--- config.mk ---
export PLATFORM = sky130hd
export DESIGN_NAME = iesu_ctrl
export DESIGN_NICKNAME = d
export VERILOG_FILES = /design/src/hw/rtl/iesu_pkg.sv /design/src/hw/rtl/iesu_ctrl.sv
export SDC_FILE = /design/constraint.sdc
export NUM_CORES = 1
export LEC_CHECK = 0
export ABC_AREA = 1
export BUFFER_PORTS_ARGS = -buffer_cell sky130_fd_sc_hd__buf_2
export CAP_MARGIN = 20
export CELL_PAD_IN_SITES_DETAIL_PLACEMENT = 1
export CELL_PAD_IN_SITES_GLOBAL_PLACEMENT = 1
export CORE_AREA = 2 2 39 41
export DETAILED_ROUTE_END_ITERATION = 8
export DIE_AREA = 0 0 41 43
export MAX_ROUTING_LAYER = met4
export PLACE_DENSITY_LB_ADDON = 0.1
export SLEW_MARGIN = 10
export SYNTH_ARGS = -nofsm -noshare
export SYNTH_HDL_FRONTEND = slang
export SYNTH_SLANG_ARGS = --single-unit
--- constraint.sdc ---
create_clock -name clk -period 1.25 [get_ports clk]
set_input_delay 0.0625 -clock clk [delete_from_list [all_inputs] [get_ports clk]]
set_output_delay 0.0625 -clock clk [all_outputs]
set_load 0.005 [all_outputs]
--- src/hw/rtl/iesu_pkg.sv ---
// ============================================================================
// iesu_pkg
// Shared types and constants of the interrupt statistics unit.
// ============================================================================
package iesu_pkg;

    localparam int NUM_CPUS_DEF    = 64;
    localparam int NUM_VECTORS_DEF = 256;

    localparam int CNT_W  = 64;
    localparam int IDX_W  = 8;
    localparam int CMD_W  = 2;
    localparam int IN_W   = 24;
    localparam int OUT_W  = 264;

    localparam logic [CMD_W-1:0] CMD_EVENT = 2'd0;
    localparam logic [CMD_W-1:0] CMD_CLEAR = 2'd1;
    localparam logic [CMD_W-1:0] CMD_QUERY = 2'd2;

    typedef struct packed {
        logic clr_en;
        logic capture;
        logic commit;
    } ctrl_cmd_t;

    typedef struct packed {
        logic clr_last;
        logic out_busy;
    } dp_status_t;

endpackage

--- src/hw/rtl/iesu_ctrl.sv ---
// ============================================================================
// iesu_ctrl
// Sequencer: post-reset clear sweep, item capture, update and write back.
// ============================================================================
module iesu_ctrl (
    input  logic                  clk,
    input  logic                  rst_n,
    input  logic                  s_tvalid,
    output logic                  s_tready,
    input  logic                  m_tready,
    input  iesu_pkg::dp_status_t  status,
    output iesu_pkg::ctrl_cmd_t   cmd
);
    import iesu_pkg::*;

    typedef enum logic [2:0] {
        ST_CLEAR  = 3'b001,
        ST_IDLE   = 3'b010,
        ST_UPDATE = 3'b100
    } state_t;

    state_t state_reg;
    state_t state_next;

    always_comb
    begin
        s_tready    = (state_reg == ST_IDLE);
        cmd.clr_en  = (state_reg == ST_CLEAR);
        cmd.capture = (state_reg == ST_IDLE) && s_tvalid;
        cmd.commit  = (state_reg == ST_UPDATE) && (!status.out_busy || m_tready);
    end

    always_comb
    begin
        state_next = state_reg;
        case (state_reg)
            ST_CLEAR:
            begin
                if (status.clr_last)
                    state_next = ST_IDLE;
            end
            ST_IDLE:
            begin
                if (s_tvalid)
                    state_next = ST_UPDATE;
            end
            ST_UPDATE:
            begin
                if (cmd.commit)
                    state_next = ST_IDLE;
            end
            default:
            begin
                state_next = ST_CLEAR;
            end
        endcase
    end

    always_ff @(posedge clk or negedge rst_n)
    begin
        if (!rst_n)
            state_reg <= ST_CLEAR;
        else
            state_reg <= state_next;
    end

endmodule

==> metrics.txt <==
outcome=finished clean; via count of the first global-routing pass=210; wire length on met3=around 27 µm; Pint=around 0.00037 W; Top Layer Used=met3; register bit total from synthesis=3; Synth top area share=around 27%; startpoint of the most critical register-to-register path=state_reg[0]$_DFFE_PN1P_; maximum number of pins on one net before global-route repair=5; total cell area at the placement stage=247.7 µm²; cells on worst reg2reg path=5; clock latency on the worst-skew pair=about 0.23 ns; total power=0.0005880 W; horizontal die dimension=41 µm; number of antenna violations at the first check in global routing=0; Detail Route Antenna Nets=0; vertical die dimension=approximately 43 µm; final routed wire length divided by cell count=about 8.4 µm; Final Wtd Congestion=0.6895; critical path start-end classification=register to output pin; fraction of layout cells with a size suffix above 1=about two fifths; Root Driver=clkbuf_4; IO buf count=9; mean number of vias per cell=around 3.6; static leakage=0.1739 nW; Net Sw Frac=a little under two fifths; final-report max-slew violation count=0; Pwr per Cell Area=about 2100 mW/mm²; WHS Path Cells=3; TritonCTS clock tree=yes; clock period minus worst slack=between 1 and 1.5 ns; final non-filler cell area=284.0 µm²; Setup Slack @ Placement=roughly 0.24 ns; final HPWL from detailed placement=~420 µm; deepest clock path buffer count=2; flip-flop count of the largest register after layout=3; worst-case setup margin in the final layout=approximately 0.076 ns; Syn-to-layout area delta=55.48%; required time of the critical path=roughly 1.2 ns; H-tree Lvls=1; register area share after synthesis=a little over two fifths; Met1 Routed Length=around 220 µm; Max transition margin=90.71%; aggregate global routing overflow=0; router iterations before antenna repair=2; synthesized area per cell=6.766 µm²; beginning of the worst hold path=s_tvalid; fin crit share=between 90% and 100%; TritonCTS buffer count=3; diodes inserted=0; buffers inserted during post-CTS setup optimization=0; starting density of the core=13.20%; global-route wire length before repair=just over 800 µm; final net count=48; final clock skew=approximately 0.0021 ns; all-layer global routing usage=under 10%; maximum clock frequency=~0.85 GHz; number of top-level design ports=10; initial detailed-routing violation count=3; number of hold violations in the final report=0; Clock power frac=between 20% and 30%; post-synthesis cell type with the largest combined area=dfrtp_1; yosys synthesis warning count=0; Mapped Cells=27; setup TNS=0 ns; CP Data Arrival Time=about 1.1 ns; post-synthesis instance area=between 150 and 200 µm²; maximum fanout along the worst path=4; Final setup violation count=0; DR vias=205; number of cell rows=14; net count after synthesis=33; number of sinks driven by the clock tree=3; kind of end point of the critical path=output pin; hold path endpoint=state_reg[2]$_DFFE_PN0P_; ranking of synthesized cells by area=dfrtp_1 27%, dfstp_2 14%, inv_1 12%; number of distinct library cell variants in the gate-level netlist after synthesis=11; Hold Slack=around 0.11 ns; setup repair after global routing missed its margin=no; clock-pin transition on the worst setup and hold timing paths=approximately 0.04 ns; flop2flop setup slack=about 0.25 ns; reg-to-reg endpoint=state_reg[1]$_DFFE_PN0P_; placeable core area=0.001384 mm²; total length of routed met2 wires=between 200 and 250 µm; power spent charging and discharging nets=~0.00022 W; Hold WC Path Type=primary input to register; DRC violations left=0; kind of start point of the critical path=register; actual slew at the worst max-slew pin=~0.14 ns; Die Area=approximately 0.0018 mm²; max_cap viols=0; total wirelength of the detailed-routed design=approximately 480 µm; register share of total power=between 30% and 40%; maximum resistive drop on vdd=just under 0.8 mV; part of the total power dissipated in combinational logic=between 30% and 40%
-- worst max-delay path, stage by stage, from the launching register on --
cell	delay, ns
dfstp_2	0.55
inv_1	0.06
nand3_2	0.11
inv_2	0.05
buf_2	0.12
-- stage by stage --
stage | std cells | utilization (%)
finish | 57 | 20.52
global route | 57 | 20.52
global placement | 52 | 17.90
floorplan | 27 | -
detailed placement | 52 | 17.90
CTS | 57 | 20.52
-- cell usage after synthesis --
library cell  n
dfrtp_1       2
dfstp_2       1
inv_1         6
inv_2         2
nand2_1       3
nand3_1       2
nand3_2       1
nand4_1       1
nor2_1        6
nor2_2        1
o21ai_1       2
-- logic make-up (layout without fill, tap and decap cells) --
| logic type | after synthesis | in the layout | share of synthesized area, % |
|---|---|---|---|
| flip-flops | 3 | 3 | 41.78 |
| AND/OR/NAND/NOR | 14 | 14 | 36.30 |
| AO/OA/AOI/OAI | 2 | 2 | 5.480 |
| buffers and inverters | 8 | 22 | 16.44 |
-- layer usage --
metal	track usage, %	vias to the layer above
met5	-	-
met1	8.360	91
met2	9.688	5
met3	6.283	0
li1	-	109
met4	6.000	0
-- power groups by stage --
stage	clock (W)	combinational (W)	sequential (W)
floorplan	0	0.000155	0.000184
global placement	0	0.000236	0.000193
detailed placement	0	0.000238	0.000194
CTS	0.000177	0.000242	0.000192
global route	0.000192	0.000268	0.000199
finish	0.000167	0.000230	0.000191
-- cells in the final DEF (no fill, tap or decap), drive strengths merged --
cell / count
dlygate4sd3: 1
dfrtp: 2
o21ai: 2
clkbuf: 4
nand2: 3
inv: 8
buf: 9
nand4: 1
nor2: 7
nand3: 3
dfstp: 1
-- final cells by class --
| class | instances | area (µm²) |
|---|---|---|
| inverters | 8 | 30.03 |
| clock buffers | 4 | 26.28 |
| fillers | 176 | 1100 |
| well taps | 16 | 20.02 |
| flip-flops and latches | 3 | 76.32 |
| multi-input cells | 16 | 76.32 |
| repair buffers | 10 | 55.05 |
-- worst max path at each step --
stage	to	startpoint	depth (start not counted)	slack, ns
after global routing	cmd[1]	state_reg[0]$_DFFE_PN1P_	4	0.006
after detailed placement	state_reg[1]$_DFFE_PN0P_	state_reg[0]$_DFFE_PN1P_	5	0.24
after floorplan	state_reg[1]$_DFFE_PN0P_	state_reg[0]$_DFFE_PN1P_	5	0.31
after CTS	s_tready	state_reg[0]$_DFFE_PN1P_	4	0.06
final	s_tready	state_reg[0]$_DFFE_PN1P_	4	0.08
after global placement	state_reg[1]$_DFFE_PN0P_	state_reg[0]$_DFFE_PN1P_	5	0.24
-- repair_timing --
item                                    in CTS  in global routing
hold buffers                                 1                  0
endpoints found under the setup margin       0                  0
gates resized for setup                      0                  0
hold endpoints to repair                     3                  0
Power figures use the tool's default switching activity.
